--- config.mk ---
export PLATFORM = sky130hd
export DESIGN_NAME = piecewise_linear_contrast_stretch_top_flat
export DESIGN_NICKNAME = d
export VERILOG_FILES = /design/src/hdl/plcs_pkg.sv /design/src/hdl/plcs_if.sv /design/src/hdl/plcs_div.sv /design/src/hdl/piecewise_linear_contrast_stretch_top.sv /design/src/flat_wrapper.sv
export SDC_FILE = /design/constraint.sdc
export NUM_CORES = 1
export LEC_CHECK = 0
export ABC_AREA = 1
export BUFFER_PORTS_ARGS = -buffer_cell sky130_fd_sc_hd__buf_2
export CORE_MARGIN = 2
export CORE_UTILIZATION = 42
export DETAILED_ROUTE_END_ITERATION = 16
export SYNTH_ARGS = -nofsm -noshare
export SYNTH_HDL_FRONTEND = slang
export SYNTH_SLANG_ARGS = --single-unit
--- constraint.sdc ---
create_clock -name clk_i -period 6 [get_ports clk_i]
set_input_delay 1.2 -clock clk_i [delete_from_list [all_inputs] [get_ports clk_i]]
set_output_delay 1.2 -clock clk_i [all_outputs]
set_load 0.01 [all_outputs]
--- src/hdl/plcs_pkg.sv ---
// Shared constants and register codes for the piecewise-linear contrast stretch.
package plcs_pkg;

  localparam int unsigned CFG_IDX_BITS = 8;

  typedef enum logic [CFG_IDX_BITS-1:0] {
    REG_KNEE_IN_LOW   = 8'd0,
    REG_KNEE_OUT_LOW  = 8'd1,
    REG_KNEE_IN_HIGH  = 8'd2,
    REG_KNEE_OUT_HIGH = 8'd3
  } cfg_reg_e;

  localparam int unsigned KNEE_IN_LOW_RST   = 64;
  localparam int unsigned KNEE_OUT_LOW_RST  = 32;
  localparam int unsigned KNEE_IN_HIGH_RST  = 192;
  localparam int unsigned KNEE_OUT_HIGH_RST = 224;

endpackage

--- src/hdl/plcs_if.sv ---
// Stream and configuration channel interfaces for the contrast stretch block.
interface plcs_in_if #(parameter int unsigned PIXEL_BITS = 8);
  logic                  valid;
  logic                  ready;
  logic [PIXEL_BITS-1:0] pixel_in;

  modport source (output valid, output pixel_in, input ready);
  modport sink   (input valid, input pixel_in, output ready);
endinterface

interface plcs_out_if #(parameter int unsigned PIXEL_BITS = 8);
  logic                  valid;
  logic                  ready;
  logic [PIXEL_BITS-1:0] pixel_out;

  modport source (output valid, output pixel_out, input ready);
  modport sink   (input valid, input pixel_out, output ready);
endinterface

interface plcs_cfg_if
  import plcs_pkg::*;
#(parameter int unsigned PIXEL_BITS = 8);
  logic                    valid;
  logic                    ready;
  logic [CFG_IDX_BITS-1:0] reg_index;
  logic [PIXEL_BITS-1:0]   reg_data;

  modport source (output valid, output reg_index, output reg_data, input ready);
  modport sink   (input valid, input reg_index, input reg_data, output ready);
endinterface

--- src/hdl/plcs_div.sv ---
// Pipelined restoring divider: one quotient bit per stage, W stages, elastic.
module plcs_div #(
  parameter int unsigned W      = 8,
  parameter int unsigned SIDE_W = 9
) (
  input  logic              clk_i,
  input  logic              rst_ni,
  input  logic              vld_i,
  output logic              rdy_o,
  input  logic [2*W-1:0]    num_i,   // num_i < den_i * 2^W
  input  logic [W-1:0]      den_i,
  input  logic [SIDE_W-1:0] side_i,
  output logic              vld_o,
  input  logic              rdy_i,
  output logic [W-1:0]      quo_o,
  output logic              rem_nz_o,
  output logic [SIDE_W-1:0] side_o
);

  logic              v_q    [W];
  logic [W-1:0]      rem_q  [W];
  logic [W-1:0]      low_q  [W];
  logic [W-1:0]      quo_q  [W];
  logic [W-1:0]      den_q  [W];
  logic [SIDE_W-1:0] side_q [W];
  logic [W:0]        en;

  assign en[W] = rdy_i;

  for (genvar j = 0; j < W; j++) begin : g_stage
    logic              in_v;
    logic [W-1:0]      in_rem;
    logic [W-1:0]      in_low;
    logic [W-1:0]      in_quo;
    logic [W-1:0]      in_den;
    logic [SIDE_W-1:0] in_side;
    logic [W:0]        trial;
    logic [W:0]        diff;
    logic              ge;

    if (j == 0) begin : g_first
      assign in_v    = vld_i;
      assign in_rem  = num_i[2*W-1:W];
      assign in_low  = num_i[W-1:0];
      assign in_quo  = '0;
      assign in_den  = den_i;
      assign in_side = side_i;
    end else begin : g_next
      assign in_v    = v_q[j-1];
      assign in_rem  = rem_q[j-1];
      assign in_low  = low_q[j-1];
      assign in_quo  = quo_q[j-1];
      assign in_den  = den_q[j-1];
      assign in_side = side_q[j-1];
    end

    // partial remainder stays below den, so the trial fits in W+1 bits
    assign trial = {in_rem, in_low[W-1]};
    assign diff  = trial - {1'b0, in_den};
    assign ge    = trial >= {1'b0, in_den};
    assign en[j] = ~v_q[j] | en[j+1];

    always_ff @(posedge clk_i or negedge rst_ni) begin
      if (!rst_ni) begin
        v_q[j] <= 1'b0;
      end else if (en[j]) begin
        v_q[j] <= in_v;
      end
    end

    always_ff @(posedge clk_i) begin
      if (en[j]) begin
        rem_q[j]  <= ge ? diff[W-1:0] : trial[W-1:0];
        low_q[j]  <= {in_low[W-2:0], 1'b0};
        quo_q[j]  <= {in_quo[W-2:0], ge};
        den_q[j]  <= in_den;
        side_q[j] <= in_side;
      end
    end
  end

  assign rdy_o    = en[0];
  assign vld_o    = v_q[W-1];
  assign quo_o    = quo_q[W-1];
  assign rem_nz_o = |rem_q[W-1];
  assign side_o   = side_q[W-1];

endmodule

--- src/hdl/piecewise_linear_contrast_stretch_top.sv ---
// Pipeline: segment select, multiply, one divider stage per quotient bit, and the
// output register. Throughput: one pixel per clock while the output is not stalled;
// every stage is elastic, a stall fills bubbles. Reset: valid bits clear, knees load
// 64/32/192/224. Config ready is always high; the user must write knees only while no
// pixel is in flight; the block itself does not enforce this.
module piecewise_linear_contrast_stretch_top
  import plcs_pkg::*;
#(
  parameter int unsigned PIXEL_BITS = 8
) (
  input  logic    clk_i,
  input  logic    rst_ni,
  plcs_in_if.sink    pix_i,
  plcs_out_if.source pix_o,
  plcs_cfg_if.sink   cfg_i
);

  localparam int unsigned W      = PIXEL_BITS;
  localparam int unsigned SIDE_W = W + 1;

  // knee registers
  logic [W-1:0] kil_q, kol_q, kih_q, koh_q;

  assign cfg_i.ready = 1'b1;

  always_ff @(posedge clk_i or negedge rst_ni) begin
    if (!rst_ni) begin
      kil_q <= W'(KNEE_IN_LOW_RST);
      kol_q <= W'(KNEE_OUT_LOW_RST);
      kih_q <= W'(KNEE_IN_HIGH_RST);
      koh_q <= W'(KNEE_OUT_HIGH_RST);
    end else if (cfg_i.valid) begin
      case (cfg_i.reg_index)
        REG_KNEE_IN_LOW:   kil_q <= cfg_i.reg_data;
        REG_KNEE_OUT_LOW:  kol_q <= cfg_i.reg_data;
        REG_KNEE_IN_HIGH:  kih_q <= cfg_i.reg_data;
        REG_KNEE_OUT_HIGH: koh_q <= cfg_i.reg_data;
        default: ;
      endcase
    end
  end

  // stage A: segment select
  logic [W-1:0] r_lo, s_lo, r_hi, s_hi, den_d, off_d, dmag_d;
  logic         neg_d;
  logic         a_v_q;
  logic [W-1:0] a_off_q, a_dmag_q, a_den_q, a_slo_q;
  logic         a_neg_q;
  logic         en_a, en_b, en_out, div_rdy;

  always_comb begin
    if (pix_i.pixel_in <= kil_q) begin
      r_lo = '0;
      s_lo = '0;
      r_hi = kil_q;
      s_hi = kol_q;
    end else if (pix_i.pixel_in <= kih_q) begin
      r_lo = kil_q;
      s_lo = kol_q;
      r_hi = kih_q;
      s_hi = koh_q;
    end else begin
      r_lo = kih_q;
      s_lo = koh_q;
      r_hi = '1;
      s_hi = '1;
    end
    den_d = r_hi - r_lo;
    off_d = pix_i.pixel_in - r_lo;
    // empty segment answers its upper knee level
    if (den_d == '0) begin
      s_lo  = s_hi;
      den_d = W'(1);
      off_d = '0;
    end
    neg_d  = s_hi < s_lo;
    dmag_d = neg_d ? (s_lo - s_hi) : (s_hi - s_lo);
  end

  assign en_a        = ~a_v_q | en_b;
  assign pix_i.ready = en_a;

  always_ff @(posedge clk_i or negedge rst_ni) begin
    if (!rst_ni) begin
      a_v_q <= 1'b0;
    end else if (en_a) begin
      a_v_q <= pix_i.valid;
    end
  end

  always_ff @(posedge clk_i) begin
    if (en_a) begin
      a_off_q  <= off_d;
      a_dmag_q <= dmag_d;
      a_den_q  <= den_d;
      a_slo_q  <= s_lo;
      a_neg_q  <= neg_d;
    end
  end

  // stage B: |slope numerator| * offset
  logic              b_v_q;
  logic [2*W-1:0]    b_num_q;
  logic [W-1:0]      b_den_q;
  logic [SIDE_W-1:0] b_side_q;

  assign en_b = ~b_v_q | div_rdy;

  always_ff @(posedge clk_i or negedge rst_ni) begin
    if (!rst_ni) begin
      b_v_q <= 1'b0;
    end else if (en_b) begin
      b_v_q <= a_v_q;
    end
  end

  always_ff @(posedge clk_i) begin
    if (en_b) begin
      b_num_q  <= (2*W)'(a_dmag_q) * (2*W)'(a_off_q);
      b_den_q  <= a_den_q;
      b_side_q <= {a_neg_q, a_slo_q};
    end
  end

  // divider
  logic              d_v;
  logic [W-1:0]      d_quo;
  logic              d_nz;
  logic [SIDE_W-1:0] d_side;
  logic              d_neg;
  logic [W-1:0]      d_slo;

  plcs_div #(
    .W      (W),
    .SIDE_W (SIDE_W)
  ) u_div (
    .clk_i    (clk_i),
    .rst_ni   (rst_ni),
    .vld_i    (b_v_q),
    .rdy_o    (div_rdy),
    .num_i    (b_num_q),
    .den_i    (b_den_q),
    .side_i   (b_side_q),
    .vld_o    (d_v),
    .rdy_i    (en_out),
    .quo_o    (d_quo),
    .rem_nz_o (d_nz),
    .side_o   (d_side)
  );

  assign d_neg = d_side[W];
  assign d_slo = d_side[W-1:0];

  // output stage: falling segment floors toward minus infinity
  logic         o_v_q;
  logic [W-1:0] o_pix_q;
  logic [W-1:0] res_d;

  assign res_d  = d_neg ? (d_slo - d_quo - W'(d_nz)) : (d_slo + d_quo);
  assign en_out = ~o_v_q | pix_o.ready;

  always_ff @(posedge clk_i or negedge rst_ni) begin
    if (!rst_ni) begin
      o_v_q <= 1'b0;
    end else if (en_out) begin
      o_v_q <= d_v;
    end
  end

  always_ff @(posedge clk_i) begin
    if (en_out) begin
      o_pix_q <= res_d;
    end
  end

  assign pix_o.valid     = o_v_q;
  assign pix_o.pixel_out = o_pix_q;

  // checks
  logic [W:0] rise_sum;
  logic [W:0] fall_sub;

  assign rise_sum = {1'b0, d_slo} + {1'b0, d_quo};
  assign fall_sub = {1'b0, d_slo} - {1'b0, d_quo} - (W+1)'(d_nz);

  a_div_range: assert property (@(posedge clk_i) disable iff (!rst_ni)
    b_v_q |-> (b_num_q[2*W-1:W] < b_den_q))
    else $error("numerator exceeds divider quotient range");

  a_rise_no_wrap: assert property (@(posedge clk_i) disable iff (!rst_ni)
    (d_v && !d_neg) |-> !rise_sum[W])
    else $error("rising segment result overflows");

  a_fall_no_wrap: assert property (@(posedge clk_i) disable iff (!rst_ni)
    (d_v && d_neg) |-> !fall_sub[W])
    else $error("falling segment result underflows");

  a_stall_source: assert property (@(posedge clk_i) disable iff (!rst_ni)
    !pix_i.ready |-> (pix_o.valid && !pix_o.ready))
    else $error("input stalled without a stalled output");

endmodule

--- src/flat_wrapper.sv ---
// flat-port wrapper written by rule: the top's interface ports become plain ports
module piecewise_linear_contrast_stretch_top_flat import plcs_pkg::*;
#(
  parameter int unsigned PIXEL_BITS = 8
)
  (clk_i, rst_ni, pix_i_valid, pix_i_pixel_in, pix_i_ready, pix_o_valid, pix_o_pixel_out, pix_o_ready, cfg_i_valid, cfg_i_reg_index, cfg_i_reg_data, cfg_i_ready);
  plcs_in_if #(.PIXEL_BITS(PIXEL_BITS)) pix_i_i ();
  plcs_out_if #(.PIXEL_BITS(PIXEL_BITS)) pix_o_i ();
  plcs_cfg_if #(.PIXEL_BITS(PIXEL_BITS)) cfg_i_i ();
  input  logic clk_i;
  input  logic rst_ni;
  input wire logic [$bits(pix_i_i.valid)-1:0] pix_i_valid;
  input wire logic [$bits(pix_i_i.pixel_in)-1:0] pix_i_pixel_in;
  output wire logic [$bits(pix_i_i.ready)-1:0] pix_i_ready;
  output wire logic [$bits(pix_o_i.valid)-1:0] pix_o_valid;
  output wire logic [$bits(pix_o_i.pixel_out)-1:0] pix_o_pixel_out;
  input wire logic [$bits(pix_o_i.ready)-1:0] pix_o_ready;
  input wire logic [$bits(cfg_i_i.valid)-1:0] cfg_i_valid;
  input wire logic [$bits(cfg_i_i.reg_index)-1:0] cfg_i_reg_index;
  input wire logic [$bits(cfg_i_i.reg_data)-1:0] cfg_i_reg_data;
  output wire logic [$bits(cfg_i_i.ready)-1:0] cfg_i_ready;
  assign pix_i_i.valid = pix_i_valid;
  assign pix_i_i.pixel_in = pix_i_pixel_in;
  assign pix_i_ready = pix_i_i.ready;
  assign pix_o_valid = pix_o_i.valid;
  assign pix_o_pixel_out = pix_o_i.pixel_out;
  assign pix_o_i.ready = pix_o_ready;
  assign cfg_i_i.valid = cfg_i_valid;
  assign cfg_i_i.reg_index = cfg_i_reg_index;
  assign cfg_i_i.reg_data = cfg_i_reg_data;
  assign cfg_i_ready = cfg_i_i.ready;
  piecewise_linear_contrast_stretch_top #(.PIXEL_BITS(PIXEL_BITS)) u_core (.clk_i(clk_i), .rst_ni(rst_ni), .pix_i(pix_i_i), .pix_o(pix_o_i), .cfg_i(cfg_i_i));
endmodule
# After elaboration in Yosys (flattened, before gate mapping)
# Memory sizes are Yosys's and may differ from the RTL's.
# Cells that the tools add are included.
[classes]
addsub = 15
n_mul = 1
order_cmp = 11
n_eq_ne = 3
mux = 35
bitwise_logic = 22
reduce_logical = 7
[op_table]
columns = ["cell", "n"]
rows = [
  ["$mux 8", 19],
  ["$sub 8x8->8", 13],
  ["$ge 9x8->1", 8],
  ["$eq 8x2->1 const B", 2],
  ["$le 8x8->1", 2],
  ["$logic_not 8->1", 2],
  ["$mul 8x8->16", 1],
  ["$mux 1", 16],
  ["$not 1->1", 11],
  ["$or 1x1->1", 11],
  ["$add 8x8->8", 1],
  ["$eq 8x1->1 const B", 1],
  ["$lt 8x8->1", 1],
  ["$reduce_and 2->1", 4],
  ["$reduce_or 8->1", 1],
  ["$sub 8x1->8", 1],
]
[word_totals]
ff_bits = 117
ramBits = 320
input_bits = 29
out_inout_bits = 11
elab_cells = 123
mem_count = 5
[memory_table]
columns = ["name", "words", "width", "read_ports", "rd_ports_with_merged_regs", "wr", "line_no", "source"]
rows = [
  ["u_core.u_div.side_q", 8, 9, 8, 0, 8, "plcs_div.sv:25", "logic [SIDE_W-1:0] side_q [W];"],
  ["u_core.u_div.den_q", 8, 8, 7, 0, 8, "plcs_div.sv:24", "logic [W-1:0] den_q [W];"],
  ["u_core.u_div.quo_q", 8, 8, 8, 0, 8, "plcs_div.sv:23", "logic [W-1:0] quo_q [W];"],
  ["u_core.u_div.rem_q", 8, 8, 8, 0, 8, "plcs_div.sv:21", "logic [W-1:0] rem_q [W];"],
  ["u_core.u_div.low_q", 8, 7, 7, 0, 8, "plcs_div.sv:22", "logic [W-1:0] low_q [W];"],
]

# Longest topological paths before layout
# Gate-level depths: netlist of run 1.
[depth]
word_depth = 12
mapped_depth = 43
depth_no_buf = 40

# By module
# A second synthesis of run 1 with hierarchy kept.
[hier_totals]
cells_unflattened = 2226
hier_area_um2 = 21541.9
[modules_own_cells]
columns = ["module", "instances", "cells_per_inst", "area_per_inst_um2", "seq_area_each_um2"]
rows = [
  ["plcs_div", 1, 1161, 12590.8, 7887.6],
  ["piecewise_linear_contrast_stretch_top", 1, 1065, 8951.1, 3106.7],
]

# Worst setup path after synthesis of run 1
# Ideal clock, no wire load.
[synth_path]
kind = "input port to output port"
startpoint = "input port pix_o_ready"
endpoint = "output port pix_i_ready"
arrival_time_ns = 4.941
t_required_ns = 4.800
slack_ns = -0.141
cell_stages = 12
n_path_buf = 0
path_cell_list = "nor2_1 -> inv_2 -> nor2_2 -> nand2_2 -> nor2_4 -> nand2_2 -> nor2_2 -> nand2_2 -> nor2_4 -> nand2_1 -> nor2_2 -> nand2_1"
[synth_via]
elab_chain_len = 11
[synth_lines]
columns = ["element", "line_no", "source"]
rows = [
  ["start, declared", "flat_wrapper.sv:17", "input wire logic [$bits(pix_o_i.ready)-1:0] pix_o_ready;"],
  ["$or 1x1->1", "piecewise_linear_contrast_stretch_top.sv:160", "assign en_out = ~o_v_q | pix_o.ready;"],
  ["via u_core.en_out", "piecewise_linear_contrast_stretch_top.sv:49", "logic en_a, en_b, en_out, div_rdy;"],
  ["$or 1x1->1 (2 in a row)", "plcs_div.sv:61", "assign en[j] = ~v_q[j] | en[j+1];"],
  ["via u_core.u_div.en[6]", "plcs_div.sv:26", "logic [W:0] en;"],
  ["$or 1x1->1 (2 in a row)", "plcs_div.sv:61", ""],
  ["via u_core.u_div.en[4]", "plcs_div.sv:26", ""],
  ["$or 1x1->1 (2 in a row)", "plcs_div.sv:61", ""],
  ["via u_core.u_div.en[2]", "plcs_div.sv:26", ""],
  ["$or 1x1->1 (2 in a row)", "plcs_div.sv:61", ""],
  ["via u_core.div_rdy", "piecewise_linear_contrast_stretch_top.sv:49", ""],
  ["$or 1x1->1", "piecewise_linear_contrast_stretch_top.sv:107", "assign en_b = ~b_v_q | div_rdy;"],
  ["$or 1x1->1", "piecewise_linear_contrast_stretch_top.sv:80", "assign en_a = ~a_v_q | en_b;"],
  ["end, declared", "flat_wrapper.sv:14", "output wire logic [$bits(pix_i_i.ready)-1:0] pix_i_ready;"],
]
# The timed path passes the listed nets, and every way through them passes these cells.

# Worst setup path after layout of run 1
[layout_path]
startpoint = "input port pix_i_pixel_in[5]"
endpoint = "register u_core.a_dmag_q[2], data pin"
[layout_via]
elab_chain_len = 8
word_cells_on_any_way = 17
classes_between = "add/sub (3); order compare (3); mux (10); reduce/logical (1)"
[layout_lines]
columns = ["element", "line_no", "source"]
rows = [
  ["start, declared", "flat_wrapper.sv:13", "input wire logic [$bits(pix_i_i.pixel_in)-1:0] pix_i_pixel_in;"],
  ["$le 8x8->1", "piecewise_linear_contrast_stretch_top.sv:57", "end else if (pix_i.pixel_in <= kih_q) begin"],
  ["$mux 8", "piecewise_linear_contrast_stretch_top.sv:57", ""],
  ["$mux 8", "piecewise_linear_contrast_stretch_top.sv:52", "if (pix_i.pixel_in <= kil_q) begin"],
  ["$sub 8x8->8", "piecewise_linear_contrast_stretch_top.sv:68", "den_d = r_hi - r_lo;"],
  ["$logic_not 8->1", "piecewise_linear_contrast_stretch_top.sv:71", "if (den_d == '0) begin"],
  ["$mux 8 *", "piecewise_linear_contrast_stretch_top.sv:71", ""],
  ["via u_core.s_lo[0]", "piecewise_linear_contrast_stretch_top.sv:44", "logic [W-1:0] r_lo, s_lo, r_hi, s_hi, den_d, off_d, dmag_d;"],
  ["$lt 8x8->1 *", "piecewise_linear_contrast_stretch_top.sv:76", "neg_d = s_hi < s_lo;"],
  ["via u_core.neg_d", "piecewise_linear_contrast_stretch_top.sv:45", "logic neg_d;"],
  ["$mux 8 *", "piecewise_linear_contrast_stretch_top.sv:77", "dmag_d = neg_d ? (s_lo - s_hi) : (s_hi - s_lo);"],
  ["via u_core.dmag_d[2]", "piecewise_linear_contrast_stretch_top.sv:44", ""],
  ["end signal, assigned", "piecewise_linear_contrast_stretch_top.sv:94", "a_dmag_q <= dmag_d;"],
  ["end, declared", "piecewise_linear_contrast_stretch_top.sv:47", "logic [W-1:0] a_off_q, a_dmag_q, a_den_q, a_slo_q;"],
]
# Mark *: on every way through the listed nets, which the timed path passes. The rest lies on a longest branch.
# A chain may end at the register's enable or synchronous reset.

==> key figures, run 1 <==
Status
  • Outcome: finished clean

Finish
  • Fin area: 0.0227 mm^2
  • Synth-to-layout area growth: 11.4%
  • # fillers: 4,371
  • Proportion of layout cells with a drive suffix above 1: 9.54%
  • Layout net count: 2,237
  • N_diodes: 0
  • Cell Count, Final, Fillers Out: 2,638
  • Post-layout util: 47.5%

Logic synthesis
  • Seq/Total Area, Yosys: 54.0%
  • Synth cell types: 55
  • Yosys warns: 0
  • Synth Register Bits: 373
  • Mean Syn Cell Area: 10.6 um^2
  • Post-Syn Instances: 1,914
  • Top-area cell type share of the netlist area: 48.7%
  • Post-synth EDFFs: 330
  • Largest area contributor in the netlist: edfxtp_1
  • Net Count, Synth: 2,161
  • Synth async-reset ratio: 11.5%
  • Main area contributors after synthesis: edfxtp_1 (49%), ha_1 (10%), nand2_1 (6.7%), inv_1 (5.9%), fa_1 (5.0%)
  • Primary FF master, synth: edfxtp_1
  • Cell area after synthesis: 0.0204 mm^2

Pwr
  • Net Sw Frac: 39.7%
  • Static Leak: 10.5 nW
  • P_int: 8.52 mW
  • Clock power share: 17.1%
  • Sw power: 5.60 mW
  • Peak VDD IR: 740 uV
  • Power per cell area: 623 mW/mm^2
  • Combinational group share of total power: 48.3%
  • Sequential fraction of design power: 34.6%

Die
  • Initial Utilization: 42.6%
  • Chip width: 224 um
  • Core ar.: 0.0477 mm^2
  • Die extent in y: 224 um
  • Die area: 0.0503 mm^2
  • Top Ports: 40
  • Row count: 80

Min path
  • Path category of the worst min-delay check: flop to flop
  • Hold Crit Start: u_core.u_div.side_q[0][5]

Placed design
  • Port Buffers: 38
  • DP Area: 0.0214 mm^2
  • Cell total after placement: 2,562
  • Detail Placement HPWL: 29.3 mm
  • Placer Congestion: 0.853

STA
  • Setup Viol. Count Final: 0
  • Final worst-path cycle share: 90.0%
  • Clk_skew: 23.0 ps
  • Max-slew headroom: 24.0%
  • Slew @ Worst Pin: 1140 ps
  • Slew Viols, Final: 0
  • RSZ-0062 raised after global routing: false
  • Final hold vios: 0
  • Fin crit period: 5400 ps
  • Fmax: 185 MHz
  • Post-route setup TNS: 0 ps

Critical path
  • Worst Setup Start Kind: input port
  • Worst path arrival time: 5700 ps
  • Critical path required time: 6300 ps
  • R2R Path Start: u_core.kil_q[6]
  • Critical path startpoint: pix_i_pixel_in[5]
  • Slowest stage cell, crit path: fa_1
  • Endpoint class of the critical path: flop
  • Worst Path Max Fanout: 8
  • Family with the most delay on the worst path: simple AND/OR/NAND/NOR gates
  • Setup CP Type: input port to flop
  • Max incr delay on CP: 400 ps
  • Reg2Reg Setup Slack: 730 ps
  • Buf/Inv on CP: 3
  • Most used cell, CP: nand2_1

Clock network
  • CTS root buffer: clkbuf_16
  • Postcts setup bufs: 0
  • CTS-repair resized insts: 0
  • H-tree depth: 2
  • Hold Buf Count CTS: 0
  • Worst-path clk slew: 60 ps
  • Clk_lat worst skew: 570 ps
  • # clock sinks: 373
  • Max Buffers Root-to-Sink: 3
  • Num CTS Buffers: 41
  • CTS tree: built

Route
  • Final wirelength: 38.0 mm
  • Initial DRC count: 607
  • Vias: 12,900
  • Final ANT Viol Nets: 0
  • DRC errors left: 0
  • Routed length per instance: 14.4 um
  • Iteration count of the initial detailed-routing pass: 5
  • Vias per cell: 4.89

Job
  • # Max-Cap Violations: 0

Global route
  • Largest net degree at the start of global routing: 44
  • Vias in the first global route: 13,400
  • First-pass GRT wire length: 64.4 mm
  • GRT overflow: 0
  • Total GRT Usage: 16.0%
  • Antenna violations before repair: 0
## stage by stage
step	hold WS (ps)	power [mW]	setup slack (ps)
after global placement	400	11.6	109
after floorplan	400	10.1	5.12
after detailed placement	405	11.8	32.5
final	406	14.1	599
after global routing	407	15.5	32.5
after CTS	399	14.3	614
## cell usage in the layout (no fill, tap or decap), drive strengths merged, types with 2 or more instances in the layout
cell type / instances
bufinv: 2
o21bai: 2
nor3: 16
edfxtp: 330
o41ai: 2
clkinvlp: 5
dfstp: 7
clkbuf: 50
a21o: 8
a211oi: 3
o221ai: 3
clkinv: 20
a31oi: 4
o211ai: 6
nor3b: 2
xor2: 51
a21boi: 3
dfrtp: 36
o21ai: 90
nand2: 373
buf: 77
nand3b: 3
nand4: 32
nor2: 124
or2: 14
nor4: 4
a21oi: 150
inv: 324
fa: 51
nand3: 28
xnor2: 26
o22ai: 2
ha: 167
o311ai: 2
## synthesized netlist by cell type (23+ instances only)
cell,n
nand2_1,361
edfxtp_1,330
inv_1,319
ha_1,167
a21oi_1,148
nor2_1,115
o21ai_0,84
fa_1,51
xor2_1,51
dfrtp_1,36
nand4_1,31
xnor2_1,26
nand3_1,23
## power groups by stage
stage	clock network [mW]	logic (mW)	registers [mW]
2_1_floorplan	0	5.47	4.67
3_3_place_gp	0	6.72	4.92
3_5_place_dp	0	6.84	4.95
4_1_cts	2.49	6.90	4.90
5_1_grt	2.59	7.94	5.00
6_report	2.42	6.82	4.88
## final cells by class
class / instances / area [um^2] / share of cell area, %
Multi-Input combinational cell: 1172 / 7910 / 34.9
Clock inverter: 26 / 216 / 0.955
Timing Repair Buffer: 77 / 483 / 2.13
Clock buffer: 50 / 1080 / 4.77
Sequential cell: 373 / 11000 / 48.5
Inverter: 325 / 1220 / 5.38
Tap cell: 615 / 769 / 3.39
## state kept, by name (all words and copies together), names as in the netlist, 7 cells and up
name and count:
u_core.b_den_q 8, u_core.b_side_q 9, u_core.b_num_q 16, u_core.a_off_q 8
u_core.koh_q 8, u_core.kil_q 8, u_core.pix_o.pixel_out 8, u_core.u_div.quo_q 36
u_core.kih_q 8, u_core.u_div.den_q 56, u_core.a_den_q 8, u_core.a_dmag_q 8
u_core.u_div.rem_q 64, u_core.u_div.side_q 72, u_core.a_slo_q 8, u_core.u_div.low_q 28
u_core.u_div.g_stage.in_v 7, u_core.kol_q 8
## kinds of logic after synthesis
family / count (synthesis) / share of synthesized area, %
fa+ha+maj: 218 / 15.3
simple gates: 597 / 12.7
mux: 1 / 0.0492
compound gates: 278 / 7.51
other cells: 1 / 0.0184
buf+inv: 369 / 7.17
xor+xnor: 77 / 3.31
flops: 373 / 54.0
## metal layers
| layer | up-vias | track usage, % | wire length, um | share of wire [%] |
|---|---|---|---|---|
| met1 | 6075 | 17.9 | 15400 | 40 |
| met2 | 209 | 30.0 | 19800 | 52 |
| li1 | 6525 | - | - | - |
| met3 | 83 | 2.41 | 1380 | 3.6 |
| met4 | 0 | 6.94 | 1400 | 3.7 |
| met5 | - | 0 | 0 | 0 |
## path summary, 6_finish.rpt
check	to	depth (start not counted)
worst min register to register	u_core.u_div.side_q[0][14]	0
worst max register to register	u_core.a_dmag_q[2]	32
worst min-delay path	u_core.u_div.side_q[0][14]	0
max in group asynchronous	u_core.u_div.vld_o	1
worst max-delay path	u_core.a_dmag_q[2]	31
min in group asynchronous	u_core.kil_q[7]	1
(Power assumes the default switching activity.)
==> inputs of run 2 (changes only) <==
--- a/config.mk
+++ b/config.mk
@@ -9,3 +9,2 @@
 export BUFFER_PORTS_ARGS = -buffer_cell sky130_fd_sc_hd__buf_2
-export CORE_MARGIN = 2
 export CORE_UTILIZATION = 42
==> constraint.sdc (replaced) <==
create_clock -name clk_i -period 6 [get_ports clk_i]
set_input_delay 0.3 -clock clk_i [delete_from_list [all_inputs] [get_ports clk_i]]
set_output_delay 0.3 -clock clk_i [all_outputs]
set_load 0.01 [all_outputs]
==> key figures, run 2 (synthesis results as in run 1) <==
Route
  • Final wirelength: 37.7 mm (-0.77%)
  • Vias: 12,700 (-1.2%)
  • Iteration count of the initial detailed-routing pass: 4 (-1)
  • Initial DRC count: 615 (+1.3%)
  • DRC errors left: 0 (unchanged)
  • Vias per cell: 4.87 (-0.44%)
  • Routed length per instance: 14.4 um (about the same)
  • Final ANT Viol Nets: 0 (unchanged)

Finish
  • Proportion of layout cells with a drive suffix above 1: 9.23% (-0.31 points)
  • Largest register by flop count: u_core.u_div.side_q
  • Cell Count, Final, Fillers Out: 2,619 (-0.72%)
  • Layout net count: 2,220 (-0.76%)
  • Fin area: 0.0227 mm^2 (about the same)
  • Synth-to-layout area growth: 11.4% (about the same)
  • N_diodes: 0 (unchanged)
  • Commonest non-fill, non-tap cell in the layout: nand2_1
  • # fillers: 4,314 (-1.3%)
  • Post-layout util: 47.5% (about the same)
  • Commonest non-fill, non-tap cells in the layout: nand2_1 (361), edfxtp_1 (330), inv_1 (319)
  • Regs by FF count: u_core.u_div.side_q x72, u_core.u_div.rem_q x64, u_core.u_div.den_q x56
  • Max FFs per register: 72 (unchanged)

Critical path
  • Reg2Reg Setup Slack: 570 ps (-160 ps)
  • Worst Path Max Fanout: 8 (unchanged)
  • Slowest stage cell, crit path: dfstp_2
  • Critical path required time: 6300 ps (about the same)
  • R2R Path Start: u_core.kih_q[6]
  • Most used cell, CP: nand2_1
  • Max incr delay on CP: 560 ps (+160 ps)
  • FF-to-FF path depth: 30 (-6.3%)
  • Reg2Reg Capture Point: u_core.a_dmag_q[2]
  • Worst Setup Start Kind: flop
  • Worst path arrival time: 5730 ps (+30 ps)
  • Setup CP Type: flop to flop
  • Endpoint class of the critical path: flop

Pwr
  • Power per cell area: 633 mW/mm^2 (+1.6%)
  • Peak VDD IR: 1010 uV (+36%)
  • Power, Total: 14.4 mW (+1.7%)
  • Static Leak: 10.5 nW (about the same)

Global route
  • Largest net degree at the start of global routing: 44 (unchanged)
  • Antenna violations before repair: 0 (unchanged)
  • GRT overflow: 0 (unchanged)
  • Total GRT Usage: 15.9% (-0.051 points)
  • First-pass GRT wire length: 63.6 mm (-1.4%)
  • Vias in the first global route: 13,100 (-2.6%)

Die
  • Die area: 0.0494 mm^2 (-1.8%)
  • Die extent in y: 222 um (-0.89%)
  • Row count: 80 (unchanged)
  • Initial Utilization: 42.6% (unchanged)
  • Chip width: 222 um (-0.89%)
  • Top Ports: 40 (unchanged)
  • Core ar.: 0.0477 mm^2 (unchanged)

STA
  • Final worst-path cycle share: 90.5% (+0.45 points)
  • Post-route setup TNS: 0 ps (unchanged)
  • RSZ-0062 raised after global routing: false
  • Clk_skew: 13.1 ps (-9.90 ps)
  • Max-slew headroom: 28.4% (+4.4 points)
  • Setup slack after layout: 572 ps (-27.0 ps)
  • Slew Viols, Final: 0 (unchanged)
  • Final hold slack: 67.1 ps (-339 ps)
  • Setup Viol. Count Final: 0 (unchanged)
  • Fmax: 184 MHz (-0.50%)
  • Fin crit period: 5430 ps (+27.0 ps)
  • Slew @ Worst Pin: 1070 ps (-65.5 ps)
  • Final hold vios: 0 (unchanged)

Placed design
  • Placer Congestion: 0.839 (-1.6%)
  • DP Area: 0.0212 mm^2 (-0.82%)
  • Cell total after placement: 2,539 (-0.90%)
  • Detail Placement HPWL: 28.8 mm (-1.7%)
  • Port Buffers: 38 (unchanged)
  • DP Worst Slack: 344 ps (+312 ps)

Min path
  • Hold Crit Start: cfg_i_reg_data[6]
  • Path category of the worst min-delay check: input port to flop
  • Min-Delay Endpoint: u_core.kil_q[6]
  • Min-Delay Path Depth: 3 (+3)

Clock network
  • Max Buffers Root-to-Sink: 3 (unchanged)
  • CTS root buffer: clkbuf_16
  • Worst-path clk slew: 60 ps (about the same)
  • Num CTS Buffers: 40 (-2.4%)
  • # clock sinks: 373 (unchanged)
  • H-tree depth: 2 (unchanged)
  • CTS tree: built
  • Clk_lat worst skew: 560 ps (about the same)

Status
  • Outcome: finished clean

Job
  • # Max-Cap Violations: 0 (unchanged)
## run 2: cell types whose count changed in the layout (fill, tap and decap cells not counted), sizes merged
cell         previous run  this run
inv                   324       326
a21oi                 150       151
dlygate4sd3             0         2
clkinv                 20        17
bufinv                  2         6
clkbuf                 50        47
clkinvlp                5         2
buf                    77        58
## run 2: worst max-delay path: cells and delay by family (launching register included)
| family | cells | cell delay [ps] |
|---|---|---|
| buffers and inverters | 3 | 310 |
| AO/OA/AOI/OAI | 5 | 770 |
| AND/OR/NAND/NOR | 16 | 1930 |
| flip-flops | 1 | 560 |
| XOR/XNOR | 2 | 320 |
| adder cells (fa/ha/maj) | 4 | 1300 |
## run 2: where the power goes
group,internal [mW],switching (mW),leakage (nW),total [mW]
Clock,1.56,1.03,0.690,2.59
Combinational,2.75,4.13,5.77,6.88
Sequential,4.37,0.511,4.03,4.88
## run 2: repair_timing
action                                  4_1_cts  5_1_grt
resized for setup                             0        4
hold buffers                                  2        0
hold endpoints to repair                     37        0
setup buffers                                 0        4
endpoints found under the setup margin        0        7
## run 2: worst max-delay path by stage
stage / endpoint / from / slack (ps) / cells after the start
after floorplan: u_core.a_dmag_q[7] / u_core.kih_q[7] / 660 / 33
after global placement: u_core.a_dmag_q[7] / u_core.kih_q[7] / 450 / 31
after detailed placement: u_core.a_dmag_q[2] / u_core.kih_q[7] / 340 / 30
after CTS: u_core.a_dmag_q[7] / u_core.kih_q[6] / 290 / 31
after global routing: u_core.a_dmag_q[3] / u_core.kih_q[7] / 10 / 36
final: u_core.a_dmag_q[2] / u_core.kih_q[6] / 570 / 30
## run 2: per-layer routing
metal  wire (um)  GRT usage [%]  vias up
li1            -              -     6496
met2       19700           30.0      153
met1       15700           18.1     6022
met4        1200           6.16        0
met3        1060           2.22       72
met5           0              0        -
## run 2: final cells by class
cell class              instances  area [um^2]  area share, %
clock inverters                26          323           1.42
repair buffers                 60          360           1.59
inverters                     325         1220           5.38
multi-input cells            1173         7930           35.0
well taps                     615          769           3.39
flip-flops and latches        373        11000           48.5
clock buffers                  47         1080           4.75
==> inputs of run 3 (changes only) <==
Settings changed: CTS_CLUSTER_DIAMETER set to 40, PLACE_DENSITY set to 0.62.
==> key figures, run 3 (synthesis results as in run 1) <==
Route
  • Iteration count of the initial detailed-routing pass: 5 (+1)
  • Final ANT Viol Nets: 0 (unchanged)
  • Initial DRC count: 505 (-18%)
  • Vias per cell: 4.86 (-0.17%)
  • DRC errors left: 0 (unchanged)
  • Vias: 12,800 (+0.36%)
  • Final wirelength: 36.8 mm (-2.5%)
  • Routed length per instance: 14.0 um (-3.0%)

Global route
  • Met1 usage: 16.9% (-1.2 points)
  • Total GRT Usage: 15.5% (-0.43 points)
  • Antenna violations before repair: 0 (unchanged)
  • GRT overflow: 0 (unchanged)
  • Met2 GRT Util: 29.5% (-0.46 points)
  • Met3 usage: 2.38% (+0.16 points)
  • Grt peak-use layer: met2
  • Largest net degree at the start of global routing: 44 (unchanged)
  • Vias in the first global route: 13,200 (+0.56%)
  • First-pass GRT wire length: 62.2 mm (-2.2%)

Pwr
  • Clock power share: 19.2% (+1.1 points)
  • Power, Total: 14.6 mW (+1.7%)
  • Power per cell area: 638 mW/mm^2 (+0.77%)
  • Net Sw Frac: 39.7% (+0.14 points)
  • Peak VDD IR: 667 uV (-34%)
  • Combinational group share of total power: 47.4% (-0.5 points)
  • Sw power: 5.79 mW (+2.0%)
  • Static Leak: 10.6 nW (+0.80%)
  • Sequential fraction of design power: 33.4% (-0.6 points)
  • P_int: 8.80 mW (+1.4%)

Clock network
  • CTS tree: built
  • H-tree depth: 2 (unchanged)
  • Worst-path clk slew: 60 ps (about the same)
  • # clock sinks: 373 (unchanged)
  • Num CTS Buffers: 50 (+25%)
  • Clk_lat worst skew: 570 ps (about the same)
  • CTS root buffer: clkbuf_16
  • Max Buffers Root-to-Sink: 3 (unchanged)

Min path
  • Hold Crit Start: cfg_i_reg_data[5]
  • Min-Delay Endpoint: u_core.koh_q[5]
  • Path category of the worst min-delay check: input port to flop
  • Min-Delay Path Depth: 3 (unchanged)

Finish
  • N_diodes: 0 (unchanged)
  • Commonest non-fill, non-tap cells in the layout: nand2_1 (361), edfxtp_1 (330), inv_1 (319)
  • # fillers: 4,251 (-1.5%)
  • Layout net count: 2,229 (+0.41%)
  • Commonest non-fill, non-tap cell in the layout: nand2_1
  • Largest register by flop count: u_core.u_div.side_q
  • Fin area: 0.0229 mm^2 (+0.90%)
  • Max FFs per register: 72 (unchanged)
  • Post-layout util: 47.9% (+0.43 points)
  • Regs by FF count: u_core.u_div.side_q x72, u_core.u_div.rem_q x64, u_core.u_div.den_q x56
  • Proportion of layout cells with a drive suffix above 1: 9.71% (+0.48 points)
  • Synth-to-layout area growth: 12.4%

Die
  • Core ar.: 0.0477 mm^2 (unchanged)
  • Row count: 80 (unchanged)
  • Top Ports: 40 (unchanged)
  • Chip width: 222 um (unchanged)
  • Die area: 0.0494 mm^2 (unchanged)
  • Die extent in y: 222 um (unchanged)
  • Initial Utilization: 42.6% (unchanged)

STA
  • Slew @ Worst Pin: 1130 ps (+53.6 ps)
  • Final hold vios: 0 (unchanged)
  • Max-slew headroom: 24.8% (-3.6 points)
  • Clk_skew: 23.5 ps (+10.4 ps)
  • Slew Viols, Final: 0 (unchanged)
  • Final worst-path cycle share: 92.3% (+1.9 points)
  • Post-route setup TNS: 0 ps (unchanged)
  • Fin crit period: 5540 ps (+112 ps)
  • Setup Viol. Count Final: 0 (unchanged)
  • RSZ-0062 raised after global routing: false
  • Fmax: 181 MHz (-2.0%)
  • Final hold slack: 44.8 ps (-22.3 ps)

Critical path
  • Slowest stage cell, crit path: dfstp_2
  • Worst path arrival time: 5840 ps (+110 ps)
  • Most used cell, CP: nand2_1
  • FF-to-FF path depth: 32 (+6.7%)
  • Reg2Reg Capture Point: u_core.a_dmag_q[7]
  • R2R Path Start: u_core.kil_q[6]
  • Endpoint class of the critical path: flop
  • Worst Path Max Fanout: 11 (+3)
  • Worst Setup Start Kind: flop
  • Max incr delay on CP: 530 ps (-30 ps)
  • Critical path required time: 6300 ps (about the same)
  • Setup CP Type: flop to flop
  • Reg2Reg Setup Slack: 460 ps (-110 ps)

Placed design
  • Detail Placement HPWL: 28.2 mm (-2.3%)
  • DP Area: 0.0212 mm^2 (-0.11%)
  • Port Buffers: 38 (unchanged)
  • Placer Congestion: 0.885 (+5.5%)

Job
  • # Max-Cap Violations: 0 (unchanged)

Status
  • Outcome: finished clean
## run 3: changes by cell type in the layout (fill, tap and decap cells not counted), sizes merged, moves of 2 or more
cell      previous run  this run
buf                 58        56
clkinvlp             2         4
inv                326       335
clkbuf              47        56
bufinv               6         2
## run 3: worst max-delay path by stage
stage,startpoint,slack [ps],endpoint,cells after the start
final,u_core.kil_q[6],460,u_core.a_dmag_q[7],32
after global routing,u_core.kih_q[7],8,u_core.a_dmag_q[7],37
after CTS,u_core.kih_q[7],290,u_core.a_dmag_q[7],35
after detailed placement,u_core.kil_q[6],340,u_core.a_dmag_q[7],33
after global placement,u_core.kil_q[6],450,u_core.a_dmag_q[7],33
after floorplan,u_core.kih_q[7],660,u_core.a_dmag_q[7],33
## run 3: layer usage
layer / share of wire, % / vias up
met4: 4.0 / 0
met5: 0 / -
met2: 53 / 180
li1: - / 6521
met1: 40 / 5989
met3: 2.9 / 99
## run 3: power by group through the flow
stage / combinational (mW) / clock [mW] / sequential, mW
final: 6.91 / 2.81 / 4.87
after global routing: 7.97 / 2.99 / 4.98
after CTS: 6.99 / 2.89 / 4.88
after detailed placement: 6.93 / 0 / 4.93
after global placement: 6.72 / 0 / 4.90
after floorplan: 5.47 / 0 / 4.67
## run 3: per-stage QoR
stage	setup slack, ps	cells
2_1_floorplan	664	1914
3_3_place_gp	445	2536
3_5_place_dp	335	2536
4_1_cts	291	2626
5_1_grt	7.93	2633
6_report	460	2633
## run 3: cell type report
class | instances | area [um^2] | share of cell area (%)
Clock inverter | 32 | 328 | 1.43
Inverter | 325 | 1220 | 5.33
Multi-Input combinational cell | 1174 | 7930 | 34.7
Sequential cell | 373 | 11000 | 48.1
Timing Repair Buffer | 58 | 353 | 1.54
Tap cell | 615 | 769 | 3.36
Clock buffer | 56 | 1280 | 5.61
## run 3: timing repair
action / in CTS / in global routing
gates resized for setup: 0 / 4
endpoints found under the hold margin: 37 / 0
setup buffers: 0 / 5
endpoints found under the setup margin: 0 / 7
hold buffers: 2 / 0
## run 3: critical path, delay by kind of cell (launching register included)
kind	cells	cell delay, ps
simple gates	17	1880
flops	1	530
buf+inv	4	480
xor+xnor	2	330
fa+ha+maj	5	1410
compound gates	4	630
